===== src/hdl/multichannel_pulse_rate_generator_top_defines.svh =====
// Assertion helpers for the pulse rate generator.
`ifndef MULTICHANNEL_PULSE_RATE_GENERATOR_TOP_DEFINES_SVH
`define MULTICHANNEL_PULSE_RATE_GENERATOR_TOP_DEFINES_SVH

// Same-cycle implication, checked outside reset.
`define MPRG_ASSERT_SAME(label, ante, cons) \
  label: assert property (@(posedge clk_i) disable iff (!rst_ni) (ante) |-> (cons)) \
    else $error("mprg assertion failed");

// Next-cycle implication, checked outside reset.
`define MPRG_ASSERT_NEXT(label, ante, cons) \
  label: assert property (@(posedge clk_i) disable iff (!rst_ni) (ante) |=> (cons)) \
    else $error("mprg assertion failed");

`endif


===== src/hdl/mprg_pkg.sv =====
`default_nettype none

package mprg_pkg;

  // Channel count and derived widths
  localparam int NumChannels = 8;
  localparam int ChIdxW      = (NumChannels > 1) ? $clog2(NumChannels) : 1;
  localparam int ChCntW      = $clog2(NumChannels + 1);

  // Field widths
  localparam int CmdW    = 1;
  localparam int ChanW   = 3;
  localparam int PpmW    = 16;
  localparam int MaskW   = 8;
  localparam int PortW   = 16;
  localparam int WidthW  = 8;
  localparam int PeriodW = 10;
  localparam int PulseW  = 9;
  localparam int PpsW    = 11;
  localparam int DivCntW = $clog2(PeriodW + 1);

  // Arithmetic constants
  localparam int MsPerSecond = 1000;
  // floor(2^16 / 15): quotient estimate for (ppm / 4) / 15
  localparam int Recip15     = 4369;
  localparam int RecipShift  = 16;
  localparam int ProdW       = (PpmW - 2) + 13;

  localparam logic [WidthW-1:0] WidthReset = 8'd4;

  // Input command codes
  typedef enum logic [CmdW-1:0] {
    CMD_TICK = 1'b0,
    CMD_RATE = 1'b1
  } cmd_e;

  // Sequencer states
  typedef enum logic [2:0] {
    ST_IDLE,
    ST_TICK_RD,
    ST_TICK_DONE,
    ST_RATE_MUL,
    ST_RATE_FIX,
    ST_RATE_DIV,
    ST_RATE_WR
  } state_e;

  // One channel's stored state
  typedef struct packed {
    logic               enabled;
    logic [PeriodW-1:0] reload;
    logic [PeriodW-1:0] countdown;
    logic [PulseW-1:0]  remaining;
  } entry_t;

  // Map channel mask bits onto port pins 7,5,3,1,2,0,15,14
  function automatic logic [PortW-1:0] port_of_mask(logic [MaskW-1:0] mask);
    logic [PortW-1:0] port;
    port     = '0;
    port[7]  = mask[0];
    port[5]  = mask[1];
    port[3]  = mask[2];
    port[1]  = mask[3];
    port[2]  = mask[4];
    port[0]  = mask[5];
    port[15] = mask[6];
    port[14] = mask[7];
    return port;
  endfunction

endpackage

`default_nettype wire


===== src/hdl/mprg_in_if.sv =====
`default_nettype none

// Command word channel: tick or rate update
interface mprg_in_if;
  logic                       valid;
  logic                       ready;
  logic [mprg_pkg::CmdW-1:0]  command;
  logic [mprg_pkg::ChanW-1:0] channel;
  logic [mprg_pkg::PpmW-1:0]  rate_ppm;

  modport source (output valid, output command, output channel, output rate_ppm,
                  input ready);
  modport sink   (input valid, input command, input channel, input rate_ppm,
                  output ready);
endinterface

`default_nettype wire


===== src/hdl/mprg_out_if.sv =====
`default_nettype none

// Result word channel: pulse mask and port word per tick
interface mprg_out_if;
  logic                       valid;
  logic                       ready;
  logic [mprg_pkg::MaskW-1:0] pulse_mask;
  logic [mprg_pkg::PortW-1:0] port_word;

  modport source (output valid, output pulse_mask, output port_word, input ready);
  modport sink   (input valid, input pulse_mask, input port_word, output ready);
endinterface

`default_nettype wire


===== src/hdl/mprg_ram.sv =====
`default_nettype none

// Simple dual-port RAM, one write and one registered read per cycle
module mprg_ram #(
  parameter int WIDTH = 8,
  parameter int DEPTH = 8
) (
  input  wire logic                                          clk_i,
  input  wire logic                                          we_i,
  input  wire logic [((DEPTH > 1) ? $clog2(DEPTH) : 1)-1:0]  waddr_i,
  input  wire logic [WIDTH-1:0]                              wdata_i,
  input  wire logic [((DEPTH > 1) ? $clog2(DEPTH) : 1)-1:0]  raddr_i,
  output      logic [WIDTH-1:0]                              rdata_o
);

  logic [WIDTH-1:0] mem_q [DEPTH];
  logic [WIDTH-1:0] rdata_q;

  // Write port
  always_ff @(posedge clk_i) begin
    if (we_i) begin
      mem_q[waddr_i] <= wdata_i;
    end
  end

  // Registered read port
  always_ff @(posedge clk_i) begin
    rdata_q <= mem_q[raddr_i];
  end

  assign rdata_o = rdata_q;

endmodule

`default_nettype wire


===== src/hdl/multichannel_pulse_rate_generator_top.sv =====
// Multichannel pulse rate generator.
// Input channel in_i takes command words: a tick (one millisecond step) or a
// rate update that sets one channel's rate in pulses per minute. Each tick
// yields one word on out_o with the channel pulse mask and the pin-mapped
// port word; a rate update yields nothing. pulse_width is written through
// cfg_we_i / cfg_wdata_i; the user must do so only while the block is idle,
// which the block itself does not enforce. Channel state sits in one RAM
// with a registered read. A tick sweeps the channels with read-modify-write,
// one channel per cycle, and in_i is ready again in the same cycle that its
// result word becomes valid. A rate update runs a reciprocal multiply, a
// correction step and the 10-step restoring divide that forms 1000 / pps;
// a rate below 60 ppm skips the divide. Reset disables every channel at
// once (per-entry valid bits, no clearing pass) and sets pulse_width to 4.
// A finished result waits in the output register while the next command
// is accepted; if the receiver still stalls when the next tick result is
// ready, the sweep result is held and in_i stays low until the output
// register frees.
`default_nettype none
`include "multichannel_pulse_rate_generator_top_defines.svh"

module multichannel_pulse_rate_generator_top (
  input  wire logic                         clk_i,
  input  wire logic                         rst_ni,
  input  wire logic                         cfg_we_i,
  input  wire logic [mprg_pkg::WidthW-1:0]  cfg_wdata_i,
  mprg_in_if.sink                           in_i,
  mprg_out_if.source                        out_o
);

  localparam int EntryW = $bits(mprg_pkg::entry_t);

  mprg_pkg::state_e state_q, state_d;

  logic [mprg_pkg::WidthW-1:0]      width_q;
  logic [mprg_pkg::NumChannels-1:0] valid_q, valid_d;

  // Sweep control
  logic [mprg_pkg::ChCntW-1:0] rd_cnt_q, rd_cnt_d;
  logic                        wb_vld_q, wb_vld_d;
  logic [mprg_pkg::ChIdxW-1:0] wb_idx_q, wb_idx_d;
  logic [mprg_pkg::MaskW-1:0]  mask_q, mask_d;

  // Rate update datapath
  logic [mprg_pkg::ChIdxW-1:0]  ch_q, ch_d;
  logic [mprg_pkg::PpmW-3:0]    x_q, x_d;
  logic [mprg_pkg::ProdW-1:0]   prod_q, prod_d;
  logic [mprg_pkg::PpsW-1:0]    pps_q, pps_d;
  logic [mprg_pkg::PpsW-1:0]    rem_q, rem_d;
  logic [mprg_pkg::PeriodW-1:0] quo_q, quo_d;
  logic [mprg_pkg::DivCntW-1:0] div_cnt_q, div_cnt_d;

  // Output register
  logic                       out_valid_q, out_valid_d;
  logic [mprg_pkg::MaskW-1:0] out_mask_q, out_mask_d;
  logic [mprg_pkg::PortW-1:0] out_port_q, out_port_d;

  // RAM ports
  logic                        ram_we;
  logic [mprg_pkg::ChIdxW-1:0] ram_waddr;
  logic [mprg_pkg::ChIdxW-1:0] ram_raddr;
  logic                        rd_issue;
  mprg_pkg::entry_t            ram_wdata;
  mprg_pkg::entry_t            ram_rdata;
  mprg_pkg::entry_t            rd_entry;
  mprg_pkg::entry_t            tick_entry;
  logic                        tick_active;

  // Correction and divide step signals
  logic [mprg_pkg::PpsW-1:0]   q_est;
  logic [14:0]                 q_est15;
  logic [14:0]                 q_resid;
  logic [mprg_pkg::PpsW-1:0]   pps_fix;
  logic [mprg_pkg::PpsW:0]     div_trial;
  logic                        div_ge;
  logic [mprg_pkg::PeriodW-1:0] cd_sel;

  logic                              out_free;
  logic [mprg_pkg::NumChannels+7:0]  valid_ext;
  logic [mprg_pkg::MaskW-1:0]        valid_low;

  mprg_ram #(
    .WIDTH (EntryW),
    .DEPTH (mprg_pkg::NumChannels)
  ) u_state_ram (
    .clk_i   (clk_i),
    .we_i    (ram_we),
    .waddr_i (ram_waddr),
    .wdata_i (ram_wdata),
    .raddr_i (ram_raddr),
    .rdata_o (ram_rdata)
  );

  // Hold pulse width register
  always_ff @(posedge clk_i or negedge rst_ni) begin
    if (!rst_ni) begin
      width_q <= mprg_pkg::WidthReset;
    end else if (cfg_we_i) begin
      width_q <= cfg_wdata_i;
    end
  end

  // Control registers
  always_ff @(posedge clk_i or negedge rst_ni) begin
    if (!rst_ni) begin
      state_q     <= mprg_pkg::ST_IDLE;
      valid_q     <= '0;
      rd_cnt_q    <= '0;
      wb_vld_q    <= 1'b0;
      out_valid_q <= 1'b0;
      div_cnt_q   <= '0;
    end else begin
      state_q     <= state_d;
      valid_q     <= valid_d;
      rd_cnt_q    <= rd_cnt_d;
      wb_vld_q    <= wb_vld_d;
      out_valid_q <= out_valid_d;
      div_cnt_q   <= div_cnt_d;
    end
  end

  // Payload registers
  always_ff @(posedge clk_i) begin
    wb_idx_q   <= wb_idx_d;
    mask_q     <= mask_d;
    ch_q       <= ch_d;
    x_q        <= x_d;
    prod_q     <= prod_d;
    pps_q      <= pps_d;
    rem_q      <= rem_d;
    quo_q      <= quo_d;
    out_mask_q <= out_mask_d;
    out_port_q <= out_port_d;
  end

  // Never-written entries read as a disabled, zeroed channel
  assign rd_entry = valid_q[wb_idx_q] ? ram_rdata : '0;

  // Tick update for the channel whose data has just arrived
  always_comb begin
    tick_active = rd_entry.enabled &&
                  ((rd_entry.countdown == '0) || (rd_entry.remaining != '0));
    tick_entry  = rd_entry;
    if (tick_active) begin
      if (rd_entry.remaining != '0) begin
        tick_entry.remaining = rd_entry.remaining - 1'b1;
      end
      if (rd_entry.countdown == '0) begin
        tick_entry.remaining = mprg_pkg::PulseW'(width_q);
      end
    end
    cd_sel = (rd_entry.countdown == '0) ? rd_entry.reload : rd_entry.countdown;
    if (cd_sel != '0) begin
      tick_entry.countdown = cd_sel - 1'b1;
    end else begin
      tick_entry.countdown = '0;
    end
  end

  // Correct the reciprocal estimate of pps
  always_comb begin
    q_est   = prod_q[mprg_pkg::RecipShift +: mprg_pkg::PpsW];
    q_est15 = {q_est, 4'b0000} - 15'(q_est);
    q_resid = 15'(x_q) - q_est15;
    pps_fix = q_est + mprg_pkg::PpsW'(q_resid >= 15'd15);
  end

  // Restoring divide step
  always_comb begin
    div_trial = {rem_q, quo_q[mprg_pkg::PeriodW-1]};
    div_ge    = (div_trial >= {1'b0, pps_q});
  end

  assign out_free = !out_valid_q || out_o.ready;

  // Next state, datapath and RAM control
  always_comb begin
    state_d     = state_q;
    valid_d     = valid_q;
    rd_cnt_d    = rd_cnt_q;
    wb_vld_d    = 1'b0;
    wb_idx_d    = wb_idx_q;
    mask_d      = mask_q;
    ch_d        = ch_q;
    x_d         = x_q;
    prod_d      = prod_q;
    pps_d       = pps_q;
    rem_d       = rem_q;
    quo_d       = quo_q;
    div_cnt_d   = div_cnt_q;
    out_valid_d = out_valid_q;
    out_mask_d  = out_mask_q;
    out_port_d  = out_port_q;
    ram_we      = 1'b0;
    ram_waddr   = wb_idx_q;
    ram_wdata   = tick_entry;
    ram_raddr   = rd_cnt_q[mprg_pkg::ChIdxW-1:0];
    rd_issue    = 1'b0;
    in_i.ready  = 1'b0;

    // Drop the result word once taken
    if (out_valid_q && out_o.ready) begin
      out_valid_d = 1'b0;
    end

    case (state_q)
      mprg_pkg::ST_IDLE: begin
        in_i.ready = 1'b1;
        if (in_i.valid) begin
          if (in_i.command == mprg_pkg::CMD_RATE) begin
            ch_d = mprg_pkg::ChIdxW'(in_i.channel);
            x_d  = in_i.rate_ppm[mprg_pkg::PpmW-1:2];
            if (32'(in_i.channel) < mprg_pkg::NumChannels) begin
              state_d = mprg_pkg::ST_RATE_MUL;
            end
          end else begin
            rd_cnt_d = '0;
            mask_d   = '0;
            state_d  = mprg_pkg::ST_TICK_RD;
          end
        end
      end

      mprg_pkg::ST_TICK_RD: begin
        // Issue the next read
        if (32'(rd_cnt_q) < mprg_pkg::NumChannels) begin
          rd_issue = 1'b1;
          wb_vld_d = 1'b1;
          wb_idx_d = rd_cnt_q[mprg_pkg::ChIdxW-1:0];
          rd_cnt_d = rd_cnt_q + 1'b1;
        end
        // Write back the channel read last cycle
        if (wb_vld_q) begin
          ram_we = rd_entry.enabled;
          if (tick_active && (32'(wb_idx_q) < mprg_pkg::MaskW)) begin
            mask_d[3'(wb_idx_q)] = 1'b1;
          end
          if (!rd_issue) begin
            state_d = mprg_pkg::ST_TICK_DONE;
          end
        end
      end

      mprg_pkg::ST_TICK_DONE: begin
        if (out_free) begin
          out_valid_d = 1'b1;
          out_mask_d  = mask_q;
          out_port_d  = mprg_pkg::port_of_mask(mask_q);
          state_d     = mprg_pkg::ST_IDLE;
        end
      end

      mprg_pkg::ST_RATE_MUL: begin
        prod_d  = mprg_pkg::ProdW'(x_q) * mprg_pkg::ProdW'(mprg_pkg::Recip15);
        state_d = mprg_pkg::ST_RATE_FIX;
      end

      mprg_pkg::ST_RATE_FIX: begin
        pps_d = pps_fix;
        if (pps_fix == '0) begin
          // Rate below one pulse per second: disable and clear
          ram_we           = 1'b1;
          ram_waddr        = ch_q;
          ram_wdata        = '0;
          valid_d[ch_q]    = 1'b1;
          state_d          = mprg_pkg::ST_IDLE;
        end else begin
          rem_d     = '0;
          quo_d     = mprg_pkg::PeriodW'(mprg_pkg::MsPerSecond);
          div_cnt_d = '0;
          state_d   = mprg_pkg::ST_RATE_DIV;
        end
      end

      mprg_pkg::ST_RATE_DIV: begin
        rem_d     = div_ge ? mprg_pkg::PpsW'(div_trial - {1'b0, pps_q})
                           : mprg_pkg::PpsW'(div_trial);
        quo_d     = {quo_q[mprg_pkg::PeriodW-2:0], div_ge};
        div_cnt_d = div_cnt_q + 1'b1;
        if (div_cnt_q == mprg_pkg::DivCntW'(mprg_pkg::PeriodW - 1)) begin
          state_d = mprg_pkg::ST_RATE_WR;
        end
      end

      mprg_pkg::ST_RATE_WR: begin
        ram_we              = 1'b1;
        ram_waddr           = ch_q;
        ram_wdata.enabled   = 1'b1;
        ram_wdata.reload    = quo_q;
        ram_wdata.countdown = quo_q;
        ram_wdata.remaining = mprg_pkg::PulseW'(width_q) + 1'b1;
        valid_d[ch_q]       = 1'b1;
        state_d             = mprg_pkg::ST_IDLE;
      end

      default: begin
        state_d = mprg_pkg::ST_IDLE;
      end
    endcase
  end

  assign out_o.valid      = out_valid_q;
  assign out_o.pulse_mask = out_mask_q;
  assign out_o.port_word  = out_port_q;

  // Low mask bits of valid channels
  assign valid_ext = {8'b0, valid_q};
  assign valid_low = valid_ext[7:0];

  // Write-back never targets the entry being read in the same cycle
  `MPRG_ASSERT_SAME(a_no_rmw_overlap, ram_we && rd_issue, ram_waddr != ram_raddr)
  // A swept mask only names channels that have been written
  `MPRG_ASSERT_SAME(a_mask_valid, state_q == mprg_pkg::ST_TICK_DONE,
                    (mask_q & ~valid_low) == '0)
  // A result word appears only at the end of a tick sweep
  `MPRG_ASSERT_SAME(a_out_from_sweep, $rose(out_valid_q),
                    $past(state_q) == mprg_pkg::ST_TICK_DONE)

endmodule

`default_nettype wire


===== src/flat_wrapper.sv =====
// flat-port wrapper written by rule: the top's interface ports become plain ports
module multichannel_pulse_rate_generator_top_flat 
  (clk_i, rst_ni, cfg_we_i, cfg_wdata_i, in_i_valid, in_i_command, in_i_channel, in_i_rate_ppm, in_i_ready, out_o_valid, out_o_pulse_mask, out_o_port_word, out_o_ready);
  mprg_in_if in_i_i ();
  mprg_out_if out_o_i ();
  input  wire logic clk_i;
  input  wire logic rst_ni;
  input  wire logic cfg_we_i;
  input  wire logic [mprg_pkg::WidthW-1:0] cfg_wdata_i;
  input wire logic [$bits(in_i_i.valid)-1:0] in_i_valid;
  input wire logic [$bits(in_i_i.command)-1:0] in_i_command;
  input wire logic [$bits(in_i_i.channel)-1:0] in_i_channel;
  input wire logic [$bits(in_i_i.rate_ppm)-1:0] in_i_rate_ppm;
  output wire logic [$bits(in_i_i.ready)-1:0] in_i_ready;
  output wire logic [$bits(out_o_i.valid)-1:0] out_o_valid;
  output wire logic [$bits(out_o_i.pulse_mask)-1:0] out_o_pulse_mask;
  output wire logic [$bits(out_o_i.port_word)-1:0] out_o_port_word;
  input wire logic [$bits(out_o_i.ready)-1:0] out_o_ready;
  assign in_i_i.valid = in_i_valid;
  assign in_i_i.command = in_i_command;
  assign in_i_i.channel = in_i_channel;
  assign in_i_i.rate_ppm = in_i_rate_ppm;
  assign in_i_ready = in_i_i.ready;
  assign out_o_valid = out_o_i.valid;
  assign out_o_pulse_mask = out_o_i.pulse_mask;
  assign out_o_port_word = out_o_i.port_word;
  assign out_o_i.ready = out_o_ready;
  multichannel_pulse_rate_generator_top u_core (.clk_i(clk_i), .rst_ni(rst_ni), .cfg_we_i(cfg_we_i), .cfg_wdata_i(cfg_wdata_i), .in_i(in_i_i), .out_o(out_o_i));
endmodule

===== config.mk =====
export PLATFORM = sky130hd
export DESIGN_NAME = multichannel_pulse_rate_generator_top_flat
export DESIGN_NICKNAME = d
export VERILOG_FILES = /design/src/hdl/mprg_pkg.sv /design/src/hdl/mprg_in_if.sv /design/src/hdl/mprg_out_if.sv /design/src/hdl/mprg_ram.sv /design/src/hdl/multichannel_pulse_rate_generator_top.sv /design/src/flat_wrapper.sv
export VERILOG_INCLUDE_DIRS = /design/src /design/src/hdl
export SDC_FILE = /design/constraint.sdc
export NUM_CORES = 1
export LEC_CHECK = 0
export BUFFER_PORTS_ARGS = -buffer_cell sky130_fd_sc_hd__buf_2
export CAP_MARGIN = 25
export CORE_MARGIN = 2
export CORE_UTILIZATION = 50
export CTS_BUF_LIST = sky130_fd_sc_hd__clkbuf_16
export CTS_CLUSTER_DIAMETER = 200
export CTS_CLUSTER_SIZE = 14
export DETAILED_ROUTE_END_ITERATION = 10
export PLACE_DENSITY = 0.67
export SYNTH_ARGS = -nofsm -noshare
export SYNTH_HDL_FRONTEND = slang
export SYNTH_SLANG_ARGS = --single-unit
export TNS_END_PERCENT = 5

===== constraint.sdc =====
create_clock -name clk_i -period 16.2 [get_ports clk_i]
set_input_delay 3.24 -clock clk_i [delete_from_list [all_inputs] [get_ports clk_i]]
set_output_delay 3.24 -clock clk_i [all_outputs]
set_load 0.005 [all_outputs]

==> key figures <==
Outcome
  • Status: complete, no violations

Critical path
  • Crit path launch: u_core.prod_q[20]$_DFFE_PN_
  • Worst EP arrival: 6950 ps
  • Worst path bufs/invs: 2
  • CP Capture Type: register
  • RR Startpoint: u_core.prod_q[20]$_DFFE_PN_
  • Worst setup path category: register to register
  • CP Data Required Time: 16400 ps
  • Top cell by count, worst path: ha_1
  • Critical-path maximum fanout: 15
  • Worst path max stage delay: 740 ps
  • Critical path cell sequence: inv_1, fa_1, inv_1, ha_1, o21a_1, o31a_1, o21ai_0, a21oi_1, o221ai_1, a2111oi_0, nand4_1, ha_1, ha_1, nor3_1, a31oi_1, nor4_1, nand4_1, a21oi_2, or2_1, o21ai_0
  • Setup crit start kind: register
  • Critical-path top delay cell: a21oi_2
  • Critical path's top delay family: compound AO/OA/AOI/OAI gates

Yosys
  • Top FF cell, synth: edfxtp_1
  • Register area share after synthesis: 0.595
  • Synthesis warning total: 0
  • Post-Syn Instances: 1328
  • Share of the synthesized area in the top cell type: 0.522
  • Post-synth top cells: edfxtp_1 (319), inv_1 (118), ha_1 (102), nor2_1 (77), mux4_2 (61)
  • Async set-reset flop share out of synthesis: 0.0767
  • Syn avg cell area: about 14 um2
  • Synth area leader: edfxtp_1
  • Synth Register Bits: between 300 and 400
  • Distinct cells, synth: 77
  • Mapped cell area: about 0.018 mm2
  • Synth area leaders: edfxtp_1 (52%), mux4_2 (7.5%), ha_1 (7.0%)
  • Number of synthesized flops with an enable pin: 319
  • Count leader, synth: edfxtp_1

Route
  • Total number of vias: 10800
  • Wire per inst: roughly 20 um
  • DR pass1 iterations: 5
  • Drt initial violations: 799
  • Drt drc: 0
  • Antenna-violating nets left: 0
  • Via/cell ratio: 5.80
  • Routed wire length: 37500 um

Worst hold path
  • Startpoint of the worst hold path: u_core.valid_low[6]$_DFFE_PN0P_
  • Hold Path Class: register to register

Finish
  • Filler instances: 2914
  • Nets: 1523
  • Area of the multi-input gates: 0.00680 mm2
  • Finished Core Util: 0.550
  • Fraction of layout cells with a size suffix above 1: 0.154
  • ANT cells: 0
  • Final non-filler cell total: between 1500 and 2000
  • Area Growth Syn to Fin: 9.08%
  • FF/Latch Area: 0.0109 mm2

GRT
  • Initial antenna violation count: 1
  • Total GRT Usage: 0.199
  • Number of global-route vias before repair: 11000
  • Met3 usage: 0.0280
  • Grt ovf: 0
  • Met1 Track Usage GR: 0.271
  • Met2 GRT Util: 0.337
  • Largest net degree at the start of global routing: 49
  • First-pass GRT wire length: 59500 um
  • Busiest grt layer: met2

STA
  • TNS Setup: 0 ps
  • Slew HR: 0.306
  • Final Critical Period: between 6000 and 7000 ps
  • Hold Violations, Final: 0
  • Max-slew violation count: 0
  • Final period util: 0.417
  • Final setup viols: 0
  • Clock skew: roughly 25 ps
  • Worst setup margin: 9440 ps
  • Achievable clock frequency: ~0.15 GHz
  • RSZ-0062 raised after global routing: no
  • Slew @ Worst Pin: 1040 ps

Floorplan
  • Die Span Y: 196 um
  • Num rows: 70
  • Core area: 0.0363 mm2
  • Die ar.: 0.0382 mm2
  • IO Pins: roughly 60
  • Chip Width: about 200 um
  • Initial Utilization: 0.505

Clock tree
  • Hold buffer count at CTS: 0
  • CTS root buf: clkbuf_16
  • CTS max path bufs: 3
  • Clk sink count: 378
  • TritonCTS buffer count: 30
  • # resized after CTS: 0
  • CTS tree: built
  • Setup repair bufs after CTS: 0
  • Worst-Skew Late Latency: 590 ps
  • H-tree lvl count: 1
  • Worst-path clk slew: ~70 ps

Pwr
  • Worst VDD drop: ~0.000090 V
  • Flop pwr share: 0.437
  • Sw Ratio: 0.358
  • Leak: about 7.5 nW
  • Total Power: about 3.5 mW
  • Comb pwr share: 0.373
  • Sw Pwr: 1.26 mW
  • Power Density: 176 mW/mm2
  • Internal power: 2.26 mW
  • Clock Power Share: 0.189

Flow run
  • Max Cap Viol: 0

Placement
  • PortBufs: 48
  • Dpl ws: between 9000 and 10000 ps
  • Post-DP HPWL: 23900 um
  • Placed Cells: 1807
  • Global placer's final weighted congestion: about 0.9
## worst paths after layout
| kind | slack [ps] | cells past startpoint | endpoint |
|---|---|---|---|
| max | 9440 | 20 | u_core.u_state_ram.mem_q[4][8]$_DFFE_PP_ |
| max in group asynchronous | 12990 | 1 | u_core.rd_cnt_q[0]$_DFFE_PN0P_ |
| min | 450 | 2 | u_core.valid_low[6]$_DFFE_PN0P_ |
| max reg2reg | 9440 | 20 | u_core.u_state_ram.mem_q[4][8]$_DFFE_PP_ |
| min reg2reg | 450 | 2 | u_core.valid_low[6]$_DFFE_PN0P_ |
| min in group asynchronous | 2680 | 1 | u_core.width_q[0]$_DFFE_PN0P_ |
## worst min-delay path, cell delays in order, from the launching register on
cell and delay [ps]:
dfrtp_1 330, inv_1 50, nand2_1 40
## cell usage in the layout, fill, tap and decap left out, types with 20 or more instances in the layout
| cell type | n |
|---|---|
| a21oi_1 | 43 |
| buf_2 | 48 |
| clkbuf_16 | 30 |
| dfrtp_1 | 26 |
| dfxtp_1 | 30 |
| edfxtp_1 | 319 |
| ha_1 | 102 |
| inv_1 | 143 |
| mux2_2 | 38 |
| mux4_2 | 61 |
| nand2_1 | 56 |
| nand2b_1 | 20 |
| nand3_1 | 35 |
| nor2_1 | 77 |
| nor3_1 | 26 |
| o21ai_0 | 56 |
| xnor2_1 | 31 |
## power by group through the flow
stage	logic [mW]	registers (mW)	clock network, mW
5_1_grt	1.47	1.56	0.716
6_report	1.31	1.54	0.667
3_5_place_dp	1.30	1.56	0
4_1_cts	1.30	1.54	0.684
3_3_place_gp	1.26	1.55	0
2_1_floorplan	1.04	1.46	0
## routing by layer
layer / vias up / part of all wire
li1: 5069 / -
met1: 5405 / 0.44
met2: 267 / 0.49
met3: 72 / 0.047
met4: 2 / 0.027
met5: - / 0.00043
## layout make-up
type / instances / share of cell area
clock inverter: 26 / 0.00619
timing repair buffer: 65 / 0.0194
sequential: 378 / 0.545
clock buffer: 30 / 0.0375
tap: 468 / 0.0293
inverter: 118 / 0.0221
multi-input combinational: 780 / 0.340
## state kept, by name, indices dropped and copies added (netlist names)
name,count
u_core.rem_q,11
u_core.out_o.valid,1
u_core.width_q,8
u_core.state_q,3
u_core.u_state_ram.mem_q,240
u_core.out_o.port_word,1
u_core.rd_cnt_q,4
u_core.wb_vld_q,1
u_core.div_cnt_q,4
u_core.valid_low,8
u_core.wb_idx_q,3
u_core.prod_q,11
u_core.u_state_ram.rdata_o,30
u_core.out_o.pulse_mask,7
u_core.ch_q,3
u_core.mask_q,8
u_core.x_q,14
u_core.quo_q,10
u_core.pps_q,11
## per-stage QoR
step | area [um2] | hold WS [ps]
5_1_grt | 20000 | 479
4_1_cts | 20000 | 455
2_1_floorplan | 18400 | 414
6_report | 20000 | 453
3_5_place_dp | 19100 | 437
3_3_place_gp | 19100 | 431
## logic make-up after synthesis
group	count (synthesis)	synth area share
AOI/OAI and AO/OA	211	0.0737
xor gates and xnor gates	43	0.0205
adders and majority gates	117	0.0860
buffers and inverters	177	0.0411
DFF	378	0.595
muxes	112	0.105
other	1	0.000204
and+or+nand+nor	289	0.0785
(Power assumes the default switching activity.)
